===== src/hdl/trd_pkg.sv =====
// ---------------------------------------------------------------------------
// trd_pkg
// shared types and constants for the tga run-length pixel decoder
// ---------------------------------------------------------------------------
`default_nettype none

package trd_pkg;

	localparam logic [1:0] CFG_PIXEL_BYTES  = 2'd0;
	localparam logic [1:0] CFG_IMAGE_WIDTH  = 2'd1;
	localparam logic [1:0] CFG_IMAGE_HEIGHT = 2'd2;

	localparam int unsigned HDR_REPEAT_BIT = 7;
	localparam logic [6:0]  HDR_COUNT_MASK = 7'h7f;

	localparam logic [2:0] PB_RESET = 3'd4;
	localparam logic [2:0] PB_MIN   = 3'd1;
	localparam logic [2:0] PB_MAX   = 3'd4;

	typedef struct packed {
		logic accept;
		logic run_step;
	} trd_cmd_t;

	typedef struct packed {
		logic lit_result;
		logic rep_start;
		logic run_final;
	} trd_status_t;

endpackage

`default_nettype wire


===== src/hdl/trd_ctrl.sv =====
// ---------------------------------------------------------------------------
// trd_ctrl
// handshake and run sequencing for the decoder
// ---------------------------------------------------------------------------
`default_nettype none

module trd_ctrl (
	input  wire                  clk,
	input  wire                  arst_n,
	input  wire                  in_valid,
	output logic                 in_stall,
	output logic                 out_valid,
	input  wire                  out_stall,
	input  trd_pkg::trd_status_t status,
	output trd_pkg::trd_cmd_t    cmd
);

	typedef enum logic {
		ST_IDLE,
		ST_RUN
	} state_t;

	state_t state_q;
	logic   out_valid_q;
	logic   slot_free;

	assign slot_free    = !out_valid_q || !out_stall;
	assign in_stall     = (state_q != ST_IDLE) || !slot_free;
	assign cmd.accept   = in_valid && !in_stall;
	assign cmd.run_step = (state_q == ST_RUN) && slot_free;
	assign out_valid    = out_valid_q;

	always_ff @(posedge clk or negedge arst_n) begin
		if (!arst_n) begin
			state_q     <= ST_IDLE;
			out_valid_q <= 1'b0;
		end else begin
			unique case (state_q)
				ST_IDLE: begin
					if (cmd.accept && status.rep_start) begin
						state_q <= ST_RUN;
					end
				end
				ST_RUN: begin
					if (cmd.run_step && status.run_final) begin
						state_q <= ST_IDLE;
					end
				end
				default: begin
					state_q <= ST_IDLE;
				end
			endcase
			if ((cmd.accept && status.lit_result) || cmd.run_step) begin
				out_valid_q <= 1'b1;
			end else if (out_valid_q && !out_stall) begin
				out_valid_q <= 1'b0;
			end
		end
	end

endmodule

`default_nettype wire


===== src/hdl/trd_datapath.sv =====
// ---------------------------------------------------------------------------
// trd_datapath
// configuration, packet state, pixel assembly and result registers
// ---------------------------------------------------------------------------
`default_nettype none

module trd_datapath (
	input  wire                  clk,
	input  wire                  arst_n,
	input  wire                  cfg_we,
	input  wire  [1:0]           cfg_index,
	input  wire  [15:0]          cfg_data,
	input  wire  [7:0]           data_byte,
	input  trd_pkg::trd_cmd_t    cmd,
	output trd_pkg::trd_status_t status,
	output logic [31:0]          pixel_first,
	output logic [31:0]          pixel_second,
	output logic [1:0]           pixel_count,
	output logic                 run_last,
	output logic                 image_done
);

	logic [2:0]  pb_q;
	logic [15:0] width_q;
	logic [15:0] height_q;
	logic [31:0] total_q;
	logic        expect_q;
	logic        repeat_q;
	logic [7:0]  left_q;
	logic [1:0]  pos_q;
	logic [31:0] emitted_q;
	logic [23:0] gather_q;
	logic [31:0] pixel_q;
	logic [7:0]  run_q;

	logic [15:0] mul_a;
	logic [15:0] mul_b;
	logic [31:0] product;
	logic [2:0]  pb_eff;
	logic        active;
	logic        complete;
	logic [31:0] pix;
	logic [31:0] remain;
	logic [7:0]  run_init;
	logic [1:0]  step_cnt;
	logic [7:0]  run_next;
	logic [31:0] emit_next;
	logic        step_last;

	// total pixel count follows the write so the next byte sees it
	assign mul_a   = (cfg_we && cfg_index == trd_pkg::CFG_IMAGE_WIDTH) ? cfg_data : width_q;
	assign mul_b   = (cfg_we && cfg_index == trd_pkg::CFG_IMAGE_HEIGHT) ? cfg_data : height_q;
	assign product = mul_a * mul_b;

	always_comb begin
		if (pb_q < trd_pkg::PB_MIN) begin
			pb_eff = trd_pkg::PB_MIN;
		end else if (pb_q > trd_pkg::PB_MAX) begin
			pb_eff = trd_pkg::PB_MAX;
		end else begin
			pb_eff = pb_q;
		end
	end

	assign active   = emitted_q < total_q;
	assign complete = ({1'b0, pos_q} + 3'd1) >= pb_eff;
	assign pix      = (pos_q == 2'd0) ? {24'd0, data_byte}
	                : ({8'd0, gather_q} | ({24'd0, data_byte} << {pos_q, 3'b000}));

	assign remain   = total_q - emitted_q;
	assign run_init = (remain < {24'd0, left_q}) ? remain[7:0] : left_q;

	assign step_cnt  = (run_q >= 8'd2) ? 2'd2 : 2'd1;
	assign run_next  = run_q - {6'd0, step_cnt};
	assign emit_next = emitted_q + {30'd0, step_cnt};
	assign step_last = (run_next == 8'd0);

	assign status.lit_result = active && !expect_q && complete && !repeat_q;
	assign status.rep_start  = active && !expect_q && complete && repeat_q;
	assign status.run_final  = (run_q <= 8'd2);

	always_ff @(posedge clk or negedge arst_n) begin
		if (!arst_n) begin
			pb_q      <= trd_pkg::PB_RESET;
			width_q   <= 16'd0;
			height_q  <= 16'd0;
			total_q   <= 32'd0;
			expect_q  <= 1'b1;
			repeat_q  <= 1'b0;
			left_q    <= 8'd0;
			pos_q     <= 2'd0;
			emitted_q <= 32'd0;
		end else begin
			if (cfg_we) begin
				unique case (cfg_index)
					trd_pkg::CFG_PIXEL_BYTES:  pb_q     <= cfg_data[2:0];
					trd_pkg::CFG_IMAGE_WIDTH:  width_q  <= cfg_data;
					trd_pkg::CFG_IMAGE_HEIGHT: height_q <= cfg_data;
					default: ;
				endcase
				total_q <= product;
			end
			if (cmd.accept && active) begin
				if (expect_q) begin
					repeat_q <= data_byte[trd_pkg::HDR_REPEAT_BIT];
					left_q   <= {1'b0, data_byte[6:0] & trd_pkg::HDR_COUNT_MASK} + 8'd1;
					pos_q    <= 2'd0;
					expect_q <= 1'b0;
				end else if (!complete) begin
					pos_q <= pos_q + 2'd1;
				end else begin
					pos_q <= 2'd0;
					if (repeat_q) begin
						left_q   <= 8'd0;
						expect_q <= 1'b1;
					end else begin
						emitted_q <= emitted_q + 32'd1;
						if (left_q != 8'd0) begin
							left_q <= left_q - 8'd1;
						end
						if (left_q <= 8'd1) begin
							expect_q <= 1'b1;
						end
					end
				end
			end else if (cmd.run_step) begin
				emitted_q <= emit_next;
			end
		end
	end

	// pixel assembly and result payload
	always_ff @(posedge clk) begin
		if (cmd.accept && active && !expect_q) begin
			if (!complete) begin
				gather_q <= pix[23:0];
			end else if (repeat_q) begin
				pixel_q <= pix;
				run_q   <= run_init;
			end else begin
				pixel_first  <= pix;
				pixel_second <= 32'd0;
				pixel_count  <= 2'd1;
				run_last     <= 1'b1;
				image_done   <= (emitted_q + 32'd1) >= total_q;
			end
		end else if (cmd.run_step) begin
			run_q        <= run_next;
			pixel_first  <= pixel_q;
			pixel_second <= (step_cnt == 2'd2) ? pixel_q : 32'd0;
			pixel_count  <= step_cnt;
			run_last     <= step_last;
			image_done   <= step_last && (emit_next >= total_q);
		end
	end

endmodule

`default_nettype wire


===== src/hdl/tga_rle_pixel_decoder_unit.sv =====
// a literal pixel shows in the cycle after its last byte is accepted
// a repeat run enters ST_RUN, then one result per cycle unless stalled, up to two pixels each
// throughput: one byte per cycle unless stalled; a repeat pixel holds input through its run
// the run sequencer in ST_RUN holds input; output register allows overlap with a waiting result
// reset: asynchronous active low, expects a packet header, pixel_bytes 4, image size zero
// ---------------------------------------------------------------------------
// tga_rle_pixel_decoder_unit
// tga run-length packet decoder, one compressed byte per request
// ---------------------------------------------------------------------------
`default_nettype none

module tga_rle_pixel_decoder_unit (
	input  wire         clk,
	input  wire         arst_n,
	input  wire         cfg_we,
	input  wire  [1:0]  cfg_index,
	input  wire  [15:0] cfg_data,
	input  wire         in_valid,
	output logic        in_stall,
	input  wire  [7:0]  data_byte,
	output logic        out_valid,
	input  wire         out_stall,
	output logic [31:0] pixel_first,
	output logic [31:0] pixel_second,
	output logic [1:0]  pixel_count,
	output logic        run_last,
	output logic        image_done
);

	trd_pkg::trd_cmd_t    cmd;
	trd_pkg::trd_status_t status;

	trd_ctrl u_ctrl (
		.clk       (clk),
		.arst_n    (arst_n),
		.in_valid  (in_valid),
		.in_stall  (in_stall),
		.out_valid (out_valid),
		.out_stall (out_stall),
		.status    (status),
		.cmd       (cmd)
	);

	trd_datapath u_datapath (
		.clk          (clk),
		.arst_n       (arst_n),
		.cfg_we       (cfg_we),
		.cfg_index    (cfg_index),
		.cfg_data     (cfg_data),
		.data_byte    (data_byte),
		.cmd          (cmd),
		.status       (status),
		.pixel_first  (pixel_first),
		.pixel_second (pixel_second),
		.pixel_count  (pixel_count),
		.run_last     (run_last),
		.image_done   (image_done)
	);

endmodule

`default_nettype wire


===== config.mk =====
export PLATFORM = sky130hd
export DESIGN_NAME = tga_rle_pixel_decoder_unit
export DESIGN_NICKNAME = d
export VERILOG_FILES = /design/src/hdl/trd_pkg.sv /design/src/hdl/trd_ctrl.sv /design/src/hdl/trd_datapath.sv /design/src/hdl/tga_rle_pixel_decoder_unit.sv
export SDC_FILE = /design/constraint.sdc
export NUM_CORES = 1
export LEC_CHECK = 0
export BUFFER_PORTS_ARGS = -buffer_cell sky130_fd_sc_hd__clkbuf_2
export CORE_ASPECT_RATIO = 1.5
export CORE_MARGIN = 8
export CORE_UTILIZATION = 64
export DETAILED_ROUTE_END_ITERATION = 6
export PLACE_DENSITY = 0.82
export SETUP_SLACK_MARGIN = 0.2
export SYNTH_ARGS = -nofsm -noshare
export SYNTH_HDL_FRONTEND = slang
export SYNTH_SLANG_ARGS = --single-unit

===== constraint.sdc =====
create_clock -name clk -period 8 [get_ports clk]
set_input_delay 0.4 -clock clk [delete_from_list [all_inputs] [get_ports clk]]
set_output_delay 0.4 -clock clk [all_outputs]
set_load 0.01 [all_outputs]

==> metrics.txt, run 1 <==
status=finished, final reports clean; final core occ=70.9%; clk slew on worst S/H paths=70 ps; Synth top area share=17.0%; Total Routing Usage GR=32.6%; Detail Route Antenna Nets=0; initial antenna violation count=0; post-synthesis cell area=0.0233 mm²; Routed wire per std cell=22.1 µm; # setup viols final=0; vias per cell=5.99; critical register-to-register path startpoint=u_datapath.emitted_q[2]; number of global-route vias before repair=20211; Ports=101; initial DRC count=1144; Clock Latency Late Sink=570 ps; Worst-Margin Slew=1170 ps; R2R depth=17; IO Port Bufs=100; CTS max path bufs=3; Req. time, crit path=8360 ps; core area=0.0359 mm²; Yosys reg bits=245; CTS tree=built; Setup Crit Path Kind=reg2reg; Hold Fails Final Rpt=0; CTS Buf Count=25; Hold Path Stages=3; width of the die=172 µm; setup TNS=0 ps; CP max stage cell=a2111oi_0; final slew viol count=0; first-pass GRT wire length=107000 µm; CTS Root Cell=clkbuf_16; routability cong.=1.04; synthesis-to-layout area growth=9.16%; leading area contributor after synthesis=edfxtp_1; crit-path max FO=8; register area share after synthesis=29.1%; Clock Skew=23.5 ps; Initial Utilization=65.0%; H-tree levels=1; Data arrival, critical path=8020 ps; final WL=69700 µm; Inserted Diodes=0; DRC viols=0; layout cells sized above 1=9.85%; Final Critical Period=7660 ps; ys async rst share=46.1%; Post-synth top flop=edfxtp_1; die height=250 µm; dpl hpwl=56700 µm; area occupied by multi-input gates=0.0147 mm²; Slew HR=20.1%; critical path's largest stage delay=1030 ps; CP Cell Sequence=inv_1 -> ha_1 -> o21a_1 -> o31a_1 -> o21ai_0 -> o21bai_1 -> xor2_1 -> ha_1 -> a2111oi_0 -> nand4_1 -> a2111oi_0 -> nand4_1 -> a2111o_1 -> nor4_1 -> nand4_1 -> or4_1 -> o311ai_1; Total Nets Final=3108; Most Frequent Cell on Critical Path=nand4_1; critical path capture point type=flop; Filler cells=2852; fin worst setup slack=340 ps; Maximum Capacitance Violations=0; Startpoint Class=flop; syn nets=3000; Distinct cells, synth=81; FF/Latch Area=0.00679 mm²; synthesized area per cell=9.15 µm²; Min Hold Slack=138 ps; CP startpoint=u_datapath.emitted_q[2]; overall die area=0.0430 mm²; total grt overflow=0; # Post-CTS Setup Buffers=0; synthesis warning total=0; DR pass1 iterations=5; vias=18910; Post-Syn Instances=2552; RSZ-0062 raised after global routing=no; Post-synth EDFFs=132; clk sinks=245; fmax=131 MHz; final worst-path cycle share=95.8%; top post-synthesis cells by area=edfxtp_1 (17%), fa_1 (17%), dfrtp_1 (12%); pre-CTS setup slack=212 ps; row count=85; Hold Path Origin=cfg_data[2]; worst min-delay path category=in2reg; largest net degree at the start of global routing=69
==> through the flow <==
step / area (µm²) / instances
2_1_floorplan: 23400 / 2552
3_3_place_gp: 24600 / 3110
3_5_place_dp: 24600 / 3110
4_1_cts: 25500 / 3157
5_1_grt: 25500 / 3157
6_report: 25500 / 3157
==> registers in the layout, indices dropped and copies added (netlist names), 8 cells and up <==
signal and count:
u_datapath.height_q 16, u_datapath.gather_q 24, u_datapath.left_q 8, u_datapath.emitted_q 32, u_datapath.run_q 8, u_datapath.pixel_first 32
u_datapath.pixel_q 32, u_datapath.pixel_second 32, u_datapath.width_q 16, u_datapath.total_q 32
==> metal layers <==
layer  up-vias  routed length (µm)  global-route usage (%)
met5         -                   0                       0
met1      9239               22700                    30.9
met3       295                3200                    3.33
met2       724               36600                    60.4
li1       8652                   -                       -
met4         0                7110                    28.0
==> Yosys cell counts (6+ instances only) <==
| cell type | instances |
|---|---|
| inv_1 | 374 |
| nand2_1 | 351 |
| nor2_1 | 233 |
| ha_1 | 220 |
| fa_1 | 197 |
| edfxtp_1 | 132 |
| xnor2_1 | 125 |
| o21ai_0 | 119 |
| dfrtp_1 | 111 |
| a21oi_1 | 84 |
| clkbuf_1 | 74 |
| mux2i_1 | 46 |
| and3_1 | 43 |
| a21o_1 | 41 |
| nand3_1 | 35 |
| nand4_1 | 31 |
| nor3_1 | 29 |
| nand2b_1 | 20 |
| nor4_1 | 20 |
| mux2_2 | 19 |
| and2_1 | 17 |
| o21a_1 | 16 |
| nor2b_1 | 14 |
| xor2_1 | 14 |
| a211oi_1 | 11 |
| a311oi_1 | 11 |
| buf_2 | 11 |
| clkinv_1 | 11 |
| a31oi_1 | 10 |
| or3_1 | 10 |
| o21bai_1 | 9 |
| o211ai_1 | 8 |
| a21oi_2 | 6 |
| a22o_1 | 6 |
| or2_2 | 6 |
==> kinds of logic after synthesis <==
logic type               Yosys count  share of synthesized area (%)
flip-flops                       245                           29.1
AND/OR/NAND/NOR                  828                           15.8
XOR/XNOR                         139                           5.21
multiplexers                      65                           2.89
AO/OA/AOI/OAI                    378                           10.5
buffers and inverters            480                           7.86
adder cells (fa/ha/maj)          417                           28.7
==> cell type report <==
class	instances	share of cell area, %
Sequential cell	245	26.7
Tap cell	478	2.35
Timing Repair Buffer	174	4.16
Inverter	387	5.70
Multi-Input combinational cell	1827	57.8
Clock buffer	32	2.56
Clock inverter	14	0.781
==> worst max-delay path, delay by kind of cell, from the launching register on <==
kind                     cells  cell delay (ps)
AO/OA/AOI/OAI                8             3420
AND/OR/NAND/NOR              5             1990
XOR/XNOR                     1              600
flip-flops                   1              500
adder cells (fa/ha/maj)      2              770
buffers and inverters        1              150
==> worst paths after layout <==
kind	endpoint	slack, ps
max	u_datapath.run_q[2]	340
min	u_datapath.pb_q[2]	140
max reg2reg	u_datapath.run_q[2]	340
min reg2reg	u_datapath.emitted_q[31]	470
max in group asynchronous	u_datapath.height_q[0]	6190
min in group asynchronous	u_datapath.total_q[28]	500
==> layout by cell type (no fill, tap or decap), types with 99 or more instances in the layout <==
master    count
clkbuf_2     99
dfrtp_1     111
edfxtp_1    132
fa_1        197
ha_1        220
inv_1       374
nand2_1     351
nor2_1      231
o21ai_0     119
xnor2_1     125
==> timing repair <==
action | CTS | global route
endpoints found under the setup margin | 0 | 1
hold buffers | 1 | 0
gates resized for setup | 0 | 1
endpoints found under the hold margin | 60 | 0
Power of run 1 is not shown: default switching activity piles up to over one toggle a cycle in this logic, so the estimate is an artifact.
==> run 2, diff against run 1 <==
--- a/config.mk
+++ b/config.mk
@@ -11,6 +11,7 @@
 export CORE_UTILIZATION = 64
 export DETAILED_ROUTE_END_ITERATION = 6
 export PLACE_DENSITY = 0.82
+export REMOVE_ABC_BUFFERS = 1
 export SETUP_SLACK_MARGIN = 0.2
 export SYNTH_ARGS = -nofsm -noshare
 export SYNTH_HDL_FRONTEND = slang
==> run 2 against run 1 <==
  * Sequential cell count is the same
  * Maximum frequency grew 3.5%
  * First-iteration DRC count grew 24%
  * Largest cell class unchanged
  * Setup slack gained 260 ps
  * Utilization shrank 0.36 points
  * Final cell count shrank 0.25%
  * Worst hold slack lost 33 ps
  * Count of clock-buffer cells in the layout shrank 2
==> metrics.txt, run 2 (synthesized netlist as in run 1, its figures left out) <==
status=finished, final reports clean; Slew HR=7.62% (-12 points); Startpoint Class=primary input; DR pass1 iterations=6 (+1); fin worst setup slack=602 ps (+262 ps); CP bufs+invs=7 (+6); final core occ=70.5% (-0.36 points); Area after DPL=0.0246 mm² (-0.19%); Req. time, crit path=8410 ps (+50 ps); setup TNS=0 ps (unchanged); Inserted Diodes=0 (unchanged); H-tree levels=1 (unchanged); # setup viols final=0 (unchanged); width of the die=172 µm (unchanged); Hold Fails Final Rpt=0 (unchanged); commonest non-fill, non-tap cell in the layout=inv_1; commonest non-fill, non-tap cells in the layout=inv_1 (374), nand2_1 (351), nor2_1 (231); RSZ-0062 raised after global routing=no; layout cells sized above 1=9.66% (-0.20 points); CTS max path bufs=3 (unchanged); Routed wire per std cell=20.8 µm (-5.9%); Final Critical Period=7400 ps (-262 ps); final worst-path cycle share=92.5% (-3.3 points); DRC viols=0 (unchanged); routability cong.=1.01 (-2.8%); initial DRC count=1421 (+24%); total grt overflow=0 (unchanged); worst min-delay path category=in2reg; initial antenna violation count=0 (unchanged); largest net degree at the start of global routing=69 (unchanged); critical path capture point type=flop; first-pass GRT wire length=103000 µm (-4.0%); delay-heaviest family, CP=adder cells; fmax=135 MHz (+3.5%); clk slew on worst S/H paths=70 ps (about the same); critical path's largest stage delay=620 ps (-410 ps); Maximum Capacitance Violations=0 (unchanged); Setup Crit Path Kind=in2reg; Detail Route Antenna Nets=0 (unchanged); CTS Root Cell=clkbuf_16; CP max stage cell=a311oi_1; die height=250 µm (unchanged); number of global-route vias before repair=19796 (-2.1%); Ports=101 (unchanged); pre-CTS setup slack=96.0 ps (-116 ps); synthesis-to-layout area growth=8.61%; cts hold-fix bufs=1 (unchanged); # Post-CTS Setup Buffers=0 (unchanged); row count=85 (unchanged); CTS Buf Count=25 (unchanged); vias=18999 (+0.47%); Resize count post-CTS=0 (unchanged); Worst-Margin Slew=1370 ps (+204 ps); IO Port Bufs=100 (unchanged); Clock Latency Late Sink=540 ps (-30 ps); overall die area=0.0430 mm² (unchanged); Initial Utilization=65.0% (unchanged); vias per cell=6.03 (+0.73%); final slew viol count=0 (unchanged); dpl hpwl=52700 µm (-7.0%); Most Frequent Cell on Critical Path=fa_1; Total Routing Usage GR=30.5% (-2.0 points); Clock Skew=16.1 ps (-7.35 ps); crit-path max FO=16 (+8); CTS tree=built; Data arrival, critical path=7800 ps (-220 ps); core area=0.0359 mm² (unchanged); Design Area, Final=0.0254 mm² (-0.51%); final WL=65400 µm (-6.1%); Total Nets Final=3101 (-0.23%); clk sinks=245 (unchanged)
## run 2: path summary, 6_finish.rpt
check,start,slack [ps],end,cells after the start
setup / recovery,cfg_we,600,u_datapath.total_q[26],27
setup reg to reg,u_datapath.height_q[6],890,u_datapath.total_q[26],24
min in group asynchronous,arst_n,500,u_datapath.emitted_q[31],2
hold / removal,cfg_data[2],110,u_datapath.pb_q[2],3
hold reg to reg,u_datapath.emitted_q[31],480,u_datapath.emitted_q[31],1
max in group asynchronous,arst_n,6140,u_datapath.pb_q[0],3
## run 2: worst register-to-register path, cell delays in order (launching register included)
cell      delay [ps]
dfrtp_1          360
mux2i_1          440
buf_4            270
nor2_1            90
fa_1             530
inv_1             50
fa_1             530
inv_1             50
fa_1             520
fa_1             440
fa_1             550
inv_1             60
fa_1             530
inv_1             50
ha_1             370
a21o_1           160
a21oi_1           80
nor2_1           120
nor2_1            70
a311oi_1         620
a41oi_1          310
o21ai_0          360
a21oi_1          140
xor2_1           180
mux2i_1           90
## run 2: layer usage
layer / global-route usage, % / vias up / share of wire [%]
met5: 0 / - / 0
met4: 20.8 / 0 / 7.6
met3: 2.92 / 256 / 5.8
met2: 53.1 / 771 / 51
li1: - / 8654 / -
met1: 34.6 / 9318 / 36
## run 2: layout make-up
| cell class | count | area [µm²] |
|---|---|---|
| multi-input combinational | 1827 | 14700 |
| fill | 2840 | 10600 |
| sequential | 245 | 6790 |
| inverter | 387 | 1450 |
| timing repair buffer | 167 | 1010 |
| clock buffer | 30 | 644 |
| tap | 478 | 598 |
| clock inverter | 15 | 123 |
## run 2: per-stage QoR
| step | hold WS (ps) | cells |
|---|---|---|
| floorplan | 104 | 2459 |
| global placement | 465 | 3103 |
| detailed placement | 473 | 3103 |
| CTS | 94.9 | 3149 |
| global route | 115 | 3149 |
| finish | 105 | 3149 |
Power of run 2 is left out for the same reason.
